`config.mk`:
```
export PLATFORM = sky130hd
export DESIGN_NAME = bbc_fifo
export DESIGN_NICKNAME = d
export VERILOG_FILES = /design/src/rtl/bbc_fifo.sv
export SDC_FILE = /design/constraint.sdc
export NUM_CORES = 1
export LEC_CHECK = 0
export BUFFER_PORTS_ARGS = -buffer_cell sky130_fd_sc_hd__buf_4
export CORE_UTILIZATION = 55
export DETAILED_ROUTE_END_ITERATION = 8
export PLACE_DENSITY_LB_ADDON = 0.15
export SLEW_MARGIN = 30
export SYNTH_ARGS = -nofsm -noshare
export SYNTH_HDL_FRONTEND = slang
export SYNTH_SLANG_ARGS = --single-unit
```
`constraint.sdc`:
```
create_clock -name clk -period 2.7 [get_ports clk]
set_input_delay 0 -clock clk [delete_from_list [all_inputs] [get_ports clk]]
set_output_delay 0 -clock clk [all_outputs]
set_load 0.01 [all_outputs]
```
`src/rtl/bbc_fifo.sv`:
```
// ============================================================================
// Small queue
// Register-based first-in first-out queue with a fill count.
// ============================================================================
module bbc_fifo #(
  parameter int WIDTH = 8,
  parameter int DEPTH = 4
) (
  input  logic                     clk,
  input  logic                     rst_n,
  input  logic                     push,
  input  logic [WIDTH-1:0]         wdata,
  output logic                     full,
  input  logic                     pop,
  output logic [WIDTH-1:0]         rdata,
  output logic                     empty,
  output logic [$clog2(DEPTH):0]   count
);

  localparam int AW = $clog2(DEPTH);
  localparam int CW = AW + 1;

  logic [WIDTH-1:0] mem_r [DEPTH];
  logic [AW-1:0]    wp_r, rp_r;
  logic [CW-1:0]    cnt_r;
  logic             do_push, do_pop;

  assign full    = (cnt_r == CW'(DEPTH));
  assign empty   = (cnt_r == '0);
  assign rdata   = mem_r[rp_r];
  assign count   = cnt_r;
  assign do_push = push & ~full;
  assign do_pop  = pop & ~empty;

  always_ff @(posedge clk) begin
    if (!rst_n) begin
      wp_r  <= '0;
      rp_r  <= '0;
      cnt_r <= '0;
    end else begin
      if (do_push) begin
        wp_r <= (wp_r == AW'(DEPTH - 1)) ? '0 : wp_r + AW'(1);
      end
      if (do_pop) begin
        rp_r <= (rp_r == AW'(DEPTH - 1)) ? '0 : rp_r + AW'(1);
      end
      if (do_push && !do_pop) begin
        cnt_r <= cnt_r + CW'(1);
      end else if (do_pop && !do_push) begin
        cnt_r <= cnt_r - CW'(1);
      end
    end
  end

  always_ff @(posedge clk) begin
    if (do_push) begin
      mem_r[wp_r] <= wdata;
    end
  end

endmodule

```
* Word level (Yosys, flattened, before mapping)
Memory sizes are Yosys's and may differ from the RTL's. A register that Yosys moved wholly into a read port is not among the register bits.
Cells that the tools add are included.
** Word-level totals
- Register bits after elaboration :: 7
- Bits in latches :: 0
- Bits in writable memories :: 32
- Memory bits (read-only) :: 0
- Bits of input ports :: 12
- Output and inout bits :: 13
- Word-level logic and storage cells :: 29
- Memories :: 1
** Operators by class
- $add $sub $neg :: 4
- $mul :: 0
- Divide/modulo/power cells :: 0
- $lt $le $gt $ge :: 0
- Equal/unequal tests :: 3
- Shift-type cells :: 0
- Mux-type cells :: 8
- Bitwise gates (word level) :: 4
- Reduce and logical (&&, ||, !) cells :: 6
** Memories
- mem_r :: depth 4, width 8, read ports 1, clocked after memory_dff 1, write ports 1, line 23 : logic [WIDTH-1:0] mem_r [DEPTH];
** Operators with widths (number)
- 2-to-1 mux 2 bit :: 4
- 2-to-1 mux 3 bit :: 2
- adder 2 x 1 -> 2 bit, second input constant :: 2
- == test 2 bit, second input constant :: 2
- adder 3 x 1 -> 3 bit, second input constant :: 1
- == test 3 bit, second input constant :: 1
- logical NOT 3 bit :: 1
- subtractor 3 x 1 -> 3 bit, second input constant :: 1
- bitwise AND 1 bit :: 2
- logical AND 1 bit :: 2
- logical NOT 1 bit :: 2
- 2-to-1 mux 1 bit :: 2
- inverter 1 bit :: 2
- nonzero test 2 bit :: 1

* Logic depth before layout (Yosys ltp)
- Depth in word-level cells :: 7
- Gate-level depth with buffers :: 9
- Mapped depth without buffers :: 8

* Least setup slack after synthesis
Ideal clock, no wire load.
- Path kind :: flip-flop to flip-flop
- Start :: register cnt_r[0], in the netlist count[0]
- End :: register cnt_r[2], in the netlist count[2]
- Setup time :: 0.076 ns
- Arrival :: 2.067 ns
- Data required time :: 2.624 ns
- Slack :: 0.557 ns
- Stages on the path, launching flop included :: 8
- Path buffers :: 0
- Period minus slack after synthesis :: 2.143 ns
- Cells stage by stage :: dfxtp_1 o31ai_1 ha_1 inv_1 fa_1 xor2_1 or3_1 a21boi_0
** On the way
- Word-level cells in the longest chain between the ends :: 6
- Elaborated cells between the ends (all ways) :: 15
- Those cells by class :: add/sub (2); eq/ne (1); mux (2); bitwise (4); reduce/logical (6)
** Ends and longest elaborated chain
- from (decl) :: line 25 : logic [CW-1:0] cnt_r;
- from (signal assigned) :: line 48 : cnt_r <= cnt_r + CW'(1);
- from (signal assigned) :: line 50 : cnt_r <= cnt_r - CW'(1);
- parallel branches: the longest is 6 deep, another holds subtractor 3 x 1 -> 3 bit
Parallel ways; which one is timed is not known. The select of a mux whose other input is x is not followed.
A chain may end at the register's enable or synchronous reset.

* Final worst setup path
Same ends and word-level chain as after synthesis.

==> metrics <==
Hold Path Class in2reg; I/O pin cnt 25; Worst VDD drop roughly 0.00096 V; slowest CP cell dfxtp_1; Reg2Reg Setup Slack 310 ps; Avg Cell Area, Syn 17.5 um2; H-Tree Depth 2; slew at the pin closest to its max-slew limit approximately 520 ps; Initial Util 58.6%; Mapped Area roughly 1600 um2; drt total wl 2660 um; Placed Area 1830 um2; remaining antenna violation count 0; initial antenna violation count 0; P_leak 0.759 nW; overall global routing resource usage 19.8%; total CTS buffers 5; final slew viol count 0; vias in the first global route 933; hold path start pop; Area Overhead vs Synth 24.9%; Nets roughly 150; filler cell count about 180; crit path DAT 2640 ps; Synthesis Warnings 0; Slew headroom between 60% and 70%; pwr/cell area 908 nW/um2; Final Cell Area 2040 um2; Port Buf Inserts 24; Clock Skew 5.96 ps; CP max stage delay 510 ps; die width 56.4 um; 1st-iter DRT viols 25; setup TNS 0 ps; CP Data Required Time 2950 ps; final setup fails 0; dpl hpwl 1820 um; RSZ-0062 raised after global routing false; GRT overflow 0; drt first pass iters 4; Clock Sinks a little over 40; Worst-Skew Late Latency about 340 ps; worst setup path class reg2reg; Max FO, Critical Path 7; share of cells above drive strength 1 33.1%; deepest clock path buffer count 2; Hold Fails Final Rpt 0; row cnt 19; DR vias a little under 900; # Max-Cap Violations 0; Core Box Area around 2800 um2; Die ar. 3190 um2; vias per cell 5.47; area of the multi-input gates 468 um2; placer congestion estimate 0.831; status finished, final reports clean; CTS clk-pin slew, worst paths 120 ps; first-pass GRT wire length 4450 um; reg2reg start count[0]; period utilization 88.7%; CTS tree built; Crit path buffers/inverters 1; cell count after synthesis 93; Seq. cell area between 1000 and 1500 um2; Seq/Total Area, Yosys 70.0%; syn_nets 112; Netlist cell types 23; WL per Instance 16.5 um; f_max roughly 420 MHz; n_diodes 0; worst r2r path cells 8; CP delay by family, top simple AND/OR/NAND/NOR gates; Final Critical Period 2390 ps; hold path depth 3; crit end category register; worst-path cell chain nor3b_2, nor2b_2, ha_1, inv_1, fa_1, xor2_1, or3_1, a21boi_0; largest net degree at the start of global routing 15; crit path launch type register; chip height 56.4 um; Seq cells post-synth 41; R2R Path End count[2]; Setup crit start count[0]; Root Buffer clkbuf_4; residual DRC count 0
metal layers:
layer | track usage [%] | routed length (um)
met1 | 23.4 | 1060
met2 | 32.9 | 1410
met3 | 7.14 | 125
met4 | 7.67 | 55
met5 | 0 | 0
per-stage QoR:
step | util (%) | hold slack [ps] | instances | total power, mW | setup WS, ps
after floorplan | - | 98.9 | 93 | 1.16 | 557
after global placement | 65.9 | 199 | 144 | 1.33 | 468
after detailed placement | 65.9 | 204 | 144 | 1.36 | 232
after CTS | 72.9 | 79.9 | 161 | 1.87 | 216
after global routing | 73.2 | 39.4 | 161 | 1.95 | 105
final | 73.2 | 30.5 | 161 | 1.85 | 306
cell usage after synthesis:
cell type | n | share of area [%]
nor3_1 | 1 | 0.31
nor3b_2 | 1 | 0.77
mux2i_1 | 3 | 1.8
nand3_1 | 2 | 0.61
or3_1 | 1 | 0.38
o21ai_0 | 3 | 0.92
clkbuf_1 | 1 | 0.23
dfxtp_1 | 9 | 11
and2_1 | 5 | 1.9
xor2_1 | 1 | 0.54
ha_1 | 6 | 4.6
edfxtp_1 | 32 | 59
fa_1 | 1 | 1.2
xnor2_1 | 1 | 0.54
inv_1 | 3 | 0.69
mux4_2 | 8 | 11
o31ai_1 | 1 | 0.46
a21boi_0 | 1 | 0.46
nor2_1 | 2 | 0.46
nand2_1 | 6 | 1.4
buf_1 | 1 | 0.23
nor2b_1 | 2 | 0.77
buf_2 | 2 | 0.61
where the power goes:
part	leakage [nW]	internal [mW]	switching, mW	total (mW)
clock network	0.0558	0.291	0.198	0.489
registers	0.367	0.776	0.0907	0.867
logic	0.336	0.281	0.212	0.493
total	0.759	1.35	0.500	1.85
worst reg2reg max path, stage by stage, from the launching register on:
cell	delay (ps)
dfxtp_1	510
nor3b_2	100
nor2b_2	270
ha_1	240
inv_1	70
fa_1	370
xor2_1	170
or3_1	310
a21boi_0	260
worst max path at each step:
stage | depth (start not counted) | end | slack, ps
floorplan | 7 | count[2] | 560
finish | 8 | count[2] | 310
CTS | 8 | count[2] | 220
global placement | 8 | count[2] | 470
global route | 8 | count[2] | 110
detailed placement | 8 | count[2] | 230
state kept, by name, indices dropped and copies added, names as in the netlist, named ones only:
register / cells
rp_r: 2
count: 3
wp_r: 2
mem_r: 32
layout make-up:
type                    count  area share, %
multi-input cells          45           23.0
clock inverters             3           3.38
well taps                  31           1.91
repair buffers             33           13.3
inverters                   3          0.553
flip-flops and latches     41           56.1
clock buffers               5           1.84
layout by cell type, fill, tap and decap left out, types with 2 or more instances in the layout:
| cell type | n |
|---|---|
| dfxtp_1 | 9 |
| nand2_1 | 6 |
| nor2_1 | 2 |
| mux2i_1 | 3 |
| and2_1 | 5 |
| ha_1 | 6 |
| buf_4 | 24 |
| clkbuf_4 | 5 |
| nand3_1 | 2 |
| bufinv_16 | 2 |
| inv_1 | 3 |
| o21ai_0 | 3 |
| edfxtp_1 | 32 |
| mux4_2 | 8 |
| dlygate4sd3_1 | 9 |
timing repair:
action / 4_1_cts / 5_1_grt
endpoints found under the hold margin: 39 / 0
setup buffers: 0 / 0
hold buffers: 9 / 0
setup endpoints to repair: 0 / 1
gates resized for setup: 0 / 2
logic make-up (layout without fill, tap and decap cells):
group | Yosys count | in the layout | share of synthesized area, %
AND/OR/NAND/NOR | 20 | 20 | 6.60
multiplexers | 11 | 11 | 12.9
buffers and inverters | 7 | 44 | 1.76
XOR/XNOR | 2 | 2 | 1.07
adder cells (fa/ha/maj) | 7 | 7 | 5.83
AO/OA/AOI/OAI | 5 | 5 | 1.84
flip-flops | 41 | 41 | 70.0
No activity file was read; power rests on OpenSTA's default activity.
