### src/rtl/bbc_pkg.sv
// ============================================================================
// Box blur package
// Constants, register indexes and shared types of the cropped box blur.
// ============================================================================
package bbc_pkg;

  localparam int MAX_WIDTH_DEF = 2048;
  localparam int RADIUS_DEF    = 25;

  localparam int PIX_W      = 8;
  localparam int ROW_W      = 12;
  localparam int HGT_W      = 13;
  localparam int WID_W      = 12;
  localparam int MAX_HEIGHT = 4096;

  localparam int CFG_W     = 13;
  localparam int CFG_IDX_W = 2;
  localparam logic [CFG_IDX_W-1:0] CFG_IMAGE_WIDTH  = 2'd0;
  localparam logic [CFG_IDX_W-1:0] CFG_IMAGE_HEIGHT = 2'd1;

  localparam logic [WID_W-1:0] WIDTH_RESET  = 12'd640;
  localparam logic [HGT_W-1:0] HEIGHT_RESET = 13'd480;

  localparam int MID_DEPTH   = 4;
  localparam int OUT_DEPTH   = 8;
  localparam int PIPE_STAGES = 4;

  typedef struct packed {
    logic row_first;
    logic row_full;
    logic col_first;
    logic col_full;
    logic emit;
    logic frame_end;
  } bbc_flags_t;

  localparam int FLAGS_W = $bits(bbc_flags_t);

endpackage

### src/rtl/bbc_front.sv
// ============================================================================
// Box blur front end
// Tracks the raster position, classifies each pixel and queues it.
// ============================================================================
module bbc_front #(
  parameter int MAX_WIDTH = bbc_pkg::MAX_WIDTH_DEF,
  parameter int RADIUS    = bbc_pkg::RADIUS_DEF
) (
  input  logic                        clk,
  input  logic                        rst_n,
  input  logic                        restart,
  input  logic [bbc_pkg::WID_W-1:0]   cfg_width,
  input  logic [bbc_pkg::HGT_W-1:0]   cfg_height,
  input  logic                        in_push,
  input  logic [bbc_pkg::PIX_W-1:0]   in_red,
  input  logic [bbc_pkg::PIX_W-1:0]   in_green,
  input  logic [bbc_pkg::PIX_W-1:0]   in_blue,
  input  logic                        q_full,
  output logic                        q_push,
  output logic [bbc_pkg::FLAGS_W + $clog2((2*RADIUS+1)*MAX_WIDTH)
                + $clog2(MAX_WIDTH) + 3*bbc_pkg::PIX_W - 1:0] q_data
);

  localparam int D     = 2 * RADIUS + 1;
  localparam int COL_W = $clog2(MAX_WIDTH);
  localparam int EW    = COL_W + 1;
  localparam int LA_W  = $clog2(D * MAX_WIDTH);
  localparam int SL_W  = $clog2(D);
  localparam int HW    = bbc_pkg::HGT_W;

  logic [COL_W-1:0]          c_r;
  logic [bbc_pkg::ROW_W-1:0] r_r;
  logic [LA_W-1:0]           base_r;
  logic [SL_W-1:0]           slot_r;
  logic [EW-1:0]             eff_w, c1;
  logic [HW-1:0]             eff_h, r1;
  logic                      accept;
  bbc_pkg::bbc_flags_t       flags;
  logic [LA_W-1:0]           laddr;

  always_comb begin
    if (cfg_width == '0) begin
      eff_w = EW'(1);
    end else if (32'(cfg_width) > MAX_WIDTH) begin
      eff_w = EW'(MAX_WIDTH);
    end else begin
      eff_w = EW'(cfg_width);
    end
    if (cfg_height == '0) begin
      eff_h = HW'(1);
    end else if (32'(cfg_height) > bbc_pkg::MAX_HEIGHT) begin
      eff_h = HW'(bbc_pkg::MAX_HEIGHT);
    end else begin
      eff_h = cfg_height;
    end
  end

  assign accept = in_push & ~q_full;
  assign c1     = EW'(c_r) + EW'(1);
  assign r1     = HW'(r_r) + HW'(1);
  assign laddr  = base_r + LA_W'(c_r);

  always_comb begin
    flags.row_first = (r_r == '0);
    flags.row_full  = (HW'(r_r) >= HW'(D));
    flags.col_first = (c_r == '0);
    flags.col_full  = (EW'(c_r) >= EW'(D));
    flags.emit      = (c1 >= EW'(D)) && (r1 >= HW'(D));
    flags.frame_end = (c1 == eff_w) && (r1 == eff_h);
  end

  assign q_push = accept;
  assign q_data = {flags, laddr, c_r, in_blue, in_green, in_red};

  always_ff @(posedge clk) begin
    if (!rst_n || restart) begin
      c_r    <= '0;
      r_r    <= '0;
      base_r <= '0;
      slot_r <= '0;
    end else if (accept) begin
      if (c1 >= eff_w) begin
        c_r <= '0;
        if (r1 >= eff_h) begin
          r_r    <= '0;
          base_r <= '0;
          slot_r <= '0;
        end else begin
          r_r <= r1[bbc_pkg::ROW_W-1:0];
          // The line store is a ring of D rows.
          if (slot_r == SL_W'(D - 1)) begin
            slot_r <= '0;
            base_r <= '0;
          end else begin
            slot_r <= slot_r + SL_W'(1);
            base_r <= base_r + LA_W'(MAX_WIDTH);
          end
        end
      end else begin
        c_r <= c1[COL_W-1:0];
      end
    end
  end

endmodule

### config.mk
export PLATFORM = sky130hd
export DESIGN_NAME = bbc_front
export DESIGN_NICKNAME = d
export VERILOG_FILES = /design/src/rtl/bbc_pkg.sv /design/src/rtl/bbc_front.sv
export SDC_FILE = /design/constraint.sdc
export NUM_CORES = 1
export LEC_CHECK = 0
export BUFFER_PORTS_ARGS = -buffer_cell sky130_fd_sc_hd__buf_2
export CAP_MARGIN = 20
export CORE_MARGIN = 5
export CORE_UTILIZATION = 55
export DETAILED_ROUTE_END_ITERATION = 10
export GPL_ROUTABILITY_DRIVEN = 0
export PLACE_DENSITY = 0.94
export SYNTH_ARGS = -nofsm -noshare
export SYNTH_HDL_FRONTEND = slang
export SYNTH_SLANG_ARGS = --single-unit
### constraint.sdc
create_clock -name clk -period 6.75 [get_ports clk]
set_input_delay 0.3375 -clock clk [delete_from_list [all_inputs] [get_ports clk]]
set_output_delay 0.3375 -clock clk [all_outputs]
set_load 0.02 [all_outputs]
Yosys cells after proc, flatten, opt, wreduce, memory -nomap -nowiden
Index checks and enable logic that the tools add are counted.
Storage, ports and cells
  bits in registers: 46
  input bits: 54
  output and inout bits: 59
  logic and storage cells: 41
Cells by class
  add/sub/neg operators: 5
  order comparisons: 8
  equal/unequal tests: 3
  mux-type cells: 10
  bitwise gates (word level): 2
  reductions and logical operators: 9
Operators with widths (number)
  two-way mux 12 bit: 3
  two-way mux 17 bit: 2
  two-way mux 13 bit: 2
  >= comparator 12 x 6 -> 1 bit (second input constant): 2
  logical NOT 12 bit: 2
  adder 17 x 11 -> 17 bit: 1
  adder 17 x 12 -> 17 bit (second input constant): 1
  adder 12 x 1 -> 13 bit (second input constant): 1
  equality test 13 bit: 1
  >= comparator 13 bit: 1
  >= comparator 13 x 6 -> 1 bit (second input constant): 1
  > comparator 13 bit (second input constant): 1
  logical NOT 13 bit: 1
  adder 11 x 1 -> 12 bit (second input constant): 1
  equality test 12 bit: 1
  >= comparator 12 bit: 1
  > comparator 12 bit (second input constant): 1
  two-way mux 6 bit: 2
  >= comparator 11 x 6 -> 1 bit (second input constant): 1
  logical NOT 11 bit: 1
  two-way mux 11 bit: 1
  adder 6 x 1 -> 6 bit (second input constant): 1
  equality test 6 bit (second input constant): 1
  logical AND 1 bit: 2
  other kinds (5): 5

Depth between registers and ports, before layout
  depth in word-level cells: 5
  mapped depth: 13
  gate-level depth less buffers: 12

Worst setup path before layout
No wires, ideal clock.
  path type: register -> register
  start point: register c_r[1]
  end point: register r_r[6] (netlist bit)
  library setup time: 0.131 ns
  data arrival time: 2.888 ns
  data required time: 6.619 ns
  slack: 3.730 ns
  cell stages (with the launch flop): 14
  path buffers: 1
  clock period less this slack: 3.020 ns
  cell sequence: dfxtp_1 ha_1 nand3_1 nor2_1 nand4_1 xnor2_1 ha_1 nand4_1 nor3_1 a311o_4 nor2_8 buf_8 a22oi_1 o41ai_1
On the way
  word-level cells in the longest chain between the ends: 3
RTL lines
  from (decl): RTL line bbc_front.sv:31  | logic [COL_W-1:0] c_r;
  from (signal assigned): RTL line bbc_front.sv:100  | c_r <= c1[COL_W-1:0];
  adder 11 x 1 -> 12 bit: RTL line bbc_front.sv:59  | assign c1 = EW'(c_r) + EW'(1);
  >= comparator 12 bit: RTL line bbc_front.sv:82  | if (c1 >= eff_w) begin
  AND reduction 2 bit (no line)
  to (signal assigned): RTL line bbc_front.sv:89  | r_r <= r1[bbc_pkg::ROW_W-1:0];
  to (decl): RTL line bbc_front.sv:32  | logic [bbc_pkg::ROW_W-1:0] r_r;
Every way passes these cells.
A chain may end at the register's enable or synchronous reset.

Final worst setup path
  start point: register r_r[0] (netlist bit)
  end point: register slot_r[3]
On the way
  word-level cells in the longest chain between the ends: 3
RTL lines
  adder 12 x 1 -> 13 bit: RTL line bbc_front.sv:60  | assign r1 = HW'(r_r) + HW'(1);
  >= comparator 13 bit: RTL line bbc_front.sv:84  | if (r1 >= eff_h) begin
  two-way mux 6 bit: RTL line bbc_front.sv:84
  to (signal assigned): RTL line bbc_front.sv:95  | slot_r <= slot_r + SL_W'(1);
  to (decl): RTL line bbc_front.sv:34  | logic [SL_W-1:0] slot_r;
Every way passes these cells.

==> reports/qor.tcl <==
set qor(cts.sink_count) 35
set qor(final_common_cell) {sky130_fd_sc_hd__buf_2}
set qor(critical_path.max_fanout) 24
set qor(syn-mean-instance-area_um2) 7.60
set qor(numCtsBuffers) 5
set qor(finalPower_mw) 0.489
set qor(total_number_of_vias) 3156
set qor(clk_root_buffer_cell) {sky130_fd_sc_hd__clkbuf_8}
set qor(final.period_utilization_pct) 54.8
set qor(totalWireLength_mm) 8.05
set qor(areaGrowthSynthToFinish_pct) 5.98
set qor(drv.max_cap_violation_count) 0
set qor(min_path_type) {register to register}
set qor(totalNegativeSetupSlack_ps) 0
set qor(cp-end-kind) {register}
set qor(critical_path.cell_chain) {ha_1, nand3_2, nor4_1, nor2b_1, nand2b_1, ha_1, nand4_1, o221ai_1, a311oi_4, buf_4, nand3_2, o31ai_1}
set qor(grt_first_pass_wirelength_mm) 13.1
set qor(top_level_ports) 113
set qor(run_status) {finished clean}
set qor(final_area_um2) 3410
set qor(final_hold_violations) 0
set qor(cp.buffers_inverters) 1
set qor(yosys.area.top_type_share_pct) 21.7
set qor(synth_top_family_by_area) {simple AND/OR/NAND/NOR gates}
set qor(first_global_vias) 2968
set qor(synth_enable_flop_cells) 0
set qor(critical-path-top-delay-family) {simple AND/OR/NAND/NOR gates}
set qor(sequential_cell_area_um2) 701
set qor(p_leak_nw) 1.46
set qor(hpwl_mm) 6.08
set qor(synthFlopType) {sky130_fd_sc_hd__dfxtp_1}
set qor(placement_rows) 27
set qor(synthXorXnorAreaFrac_pct) 6.25
set qor(commonest_non_fill_non_tap_cells_in_the_layout) {64 x sky130_fd_sc_hd__buf_2, 58 x sky130_fd_sc_hd__nand2_1, 35 x sky130_fd_sc_hd__dfxtp_1, 34 x sky130_fd_sc_hd__ha_1, 26 x sky130_fd_sc_hd__nor2_1}
set qor(cts_hold_buf) 0
set qor(cts_tree) {done}
set qor(vdd_ir_drop_max_uv) 72.4
set qor(synth_fp_nets) 512
set qor(critPathArrivalTime_ps) 3900
set qor(maxClockFrequency_mhz) 270
set qor(fillers) 501
set qor(antenna_cells_inserted) 0
set qor(wl_per_cell_um) 15.9
set qor(cp_slowest_stage_delay_ps) 540
set qor(grt_antenna_before_repair) 0
set qor(yosys_warnings) 0
set qor(grt_usage_pct) 21.4
set qor(postCtsSetupBuffers) 0
set qor(synthesis.area_um2) 3220
set qor(rsz0062_at_grt) {no}
set qor(path_class) {register to register}
set qor(synth.lib_cells_used.distinct) 53
set qor(synthSimpleGateAreaFrac_pct) 27.1
set qor(synth_area_leaders) {sky130_fd_sc_hd__dfxtp_1 22%, sky130_fd_sc_hd__ha_1 13%, sky130_fd_sc_hd__nand2_1 6.8%}
set qor(synth_compound_gate_area_share_pct) 17.5
set qor(ant_nets) 0
set qor(drt-initial-drc-count) 214
set qor(finClkSkew_ps) 5.51
set qor(grt_max_degree) 25
set qor(placement.io_buffers) 64
set qor(worst_path_max_delay_cell) {sky130_fd_sc_hd__nor4_1}
set qor(ys_async_sr_fraction_pct) 0
set qor(die_height_um) 86.5
set qor(clock_latency_ps) 300
set qor(area_enclosed_by_the_die_boundary_um2) 7490
set qor(cts_max_path_buffers) 2
set qor(htree_levels) 2
set qor(post-route-min-period_ps) 3700
set qor(gr_ovfl_total) 0
set qor(yosysSeqAreaShare_pct) 21.7
set qor(adder_and_majority_cell_fraction_of_the_synthesized_area_pct) 13.2
set qor(starting_density_of_the_core_pct) 57.5
set qor(multi_input_area_um2) 2100
set qor(timing_max_transition_violations_final) 0
set qor(synthesis.instances) 424
set qor(yosys-mux-area-fraction_pct) 1.24
set qor(pre_antenna_drt_iters) 5
set qor(measured_slew_at_the_worst_slew_check_pin_ps) 530
set qor(path_clk_slew_ps) 70
set qor(startpoint_type) {register}
set qor(floorplan.die.width_um) 86.5
set qor(cellPowerDensity_nw_per_um2) 143
set qor(postCtsResizedCells) 0
set qor(coreArea_um2) 5610
set qor(synth.ff_latch_count) 35
set qor(vias_per_std_cell) 6.22
set qor(drive_gt1_share_pct) 18.9
set qor(dpl_worst_slack_ps) 3080
set qor(timing.final.setup_violations) 0
set qor(dpl-instance-area_um2) 3280
set qor(finalNetCount) 522
set qor(timing.critical_path.required_ps) 6950
set qor(setup_slack_of_the_critical_path_after_layout_ps) 3050
set qor(normalized_max_slew_margin_pct) 64.6
set qor(setup.reg_to_reg.worst_slack_ps) 3050
set qor(synth.largest_area_cell) {sky130_fd_sc_hd__dfxtp_1}
set qor(detail_route.drc_violations) 0
==> per-stage QoR <==
stage | hold slack (ps) | std cells | utilization, %
after floorplan | 470 | 424 | -
after global placement | 486 | 499 | 58.5
after detailed placement | 498 | 499 | 58.5
after CTS | 509 | 507 | 60.9
after global routing | 536 | 507 | 60.9
final | 499 | 507 | 60.9
==> worst min-delay path, delay by kind of cell (launching register included) <==
family,cells,cell delay [ps]
AOI/OAI and AO/OA,1,80
DFF,1,310
buffers and inverters,1,60
==> final cells by class <==
| type | count | share of cell area (%) |
|---|---|---|
| multi-input cells | 311 | 61.6 |
| flip-flops and latches | 35 | 20.5 |
| repair buffers | 65 | 9.60 |
| well taps | 72 | 2.64 |
| clock buffers | 6 | 2.13 |
| clock inverters | 2 | 1.76 |
| inverters | 16 | 1.76 |
==> cell families after synthesis <==
kind of cell	count (synthesis)
simple gates	169
compound gates	81
buf+inv	78
xor+xnor	23
fa+ha+maj	34
flops	35
mux	4
==> per-layer routing <==
layer,track usage (%),routed length [um],vias up
li1,-,-,1501
met1,25.2,3110,1450
met2,37.1,3950,173
met3,4.18,763,32
met4,10.2,229,0
met5,0,0,-
==> registers in the layout, indices dropped and copies added, names as in the netlist <==
register and count:
base_r 6, c_r 11, r_r 12, slot_r 6
==> path summary, 6_finish.rpt <==
check / cells after the start / to / start
hold / removal: 2 / base_r[16] / base_r[16]
setup reg to reg: 12 / slot_r[3] / r_r[0]
hold reg to reg: 2 / base_r[16] / base_r[16]
setup / recovery: 12 / slot_r[3] / r_r[0]
==> synth_stat cells (all sizes together), types with 8 or more instances <==
| cell | n |
|---|---|
| inv | 15 |
| nor3 | 11 |
| a32o | 8 |
| nand3 | 20 |
| a21oi | 17 |
| nor2 | 27 |
| clkbuf | 24 |
| xnor2 | 11 |
| a31oi | 12 |
| dfxtp | 35 |
| nand2 | 58 |
| ha | 34 |
| o21ai | 18 |
| buf | 38 |
| nor4 | 11 |
| xor2 | 12 |
| nand2b | 10 |
| nand4 | 12 |
==> report_power, final <==
group          switching, mW  leakage, nW  internal [mW]
clock                 0.0833       0.0654          0.148
sequential          0.000600        0.282          0.207
combinational         0.0311         1.11         0.0194
total                  0.115         1.46          0.374
Note: power is estimated with default switching activity, not from simulation.
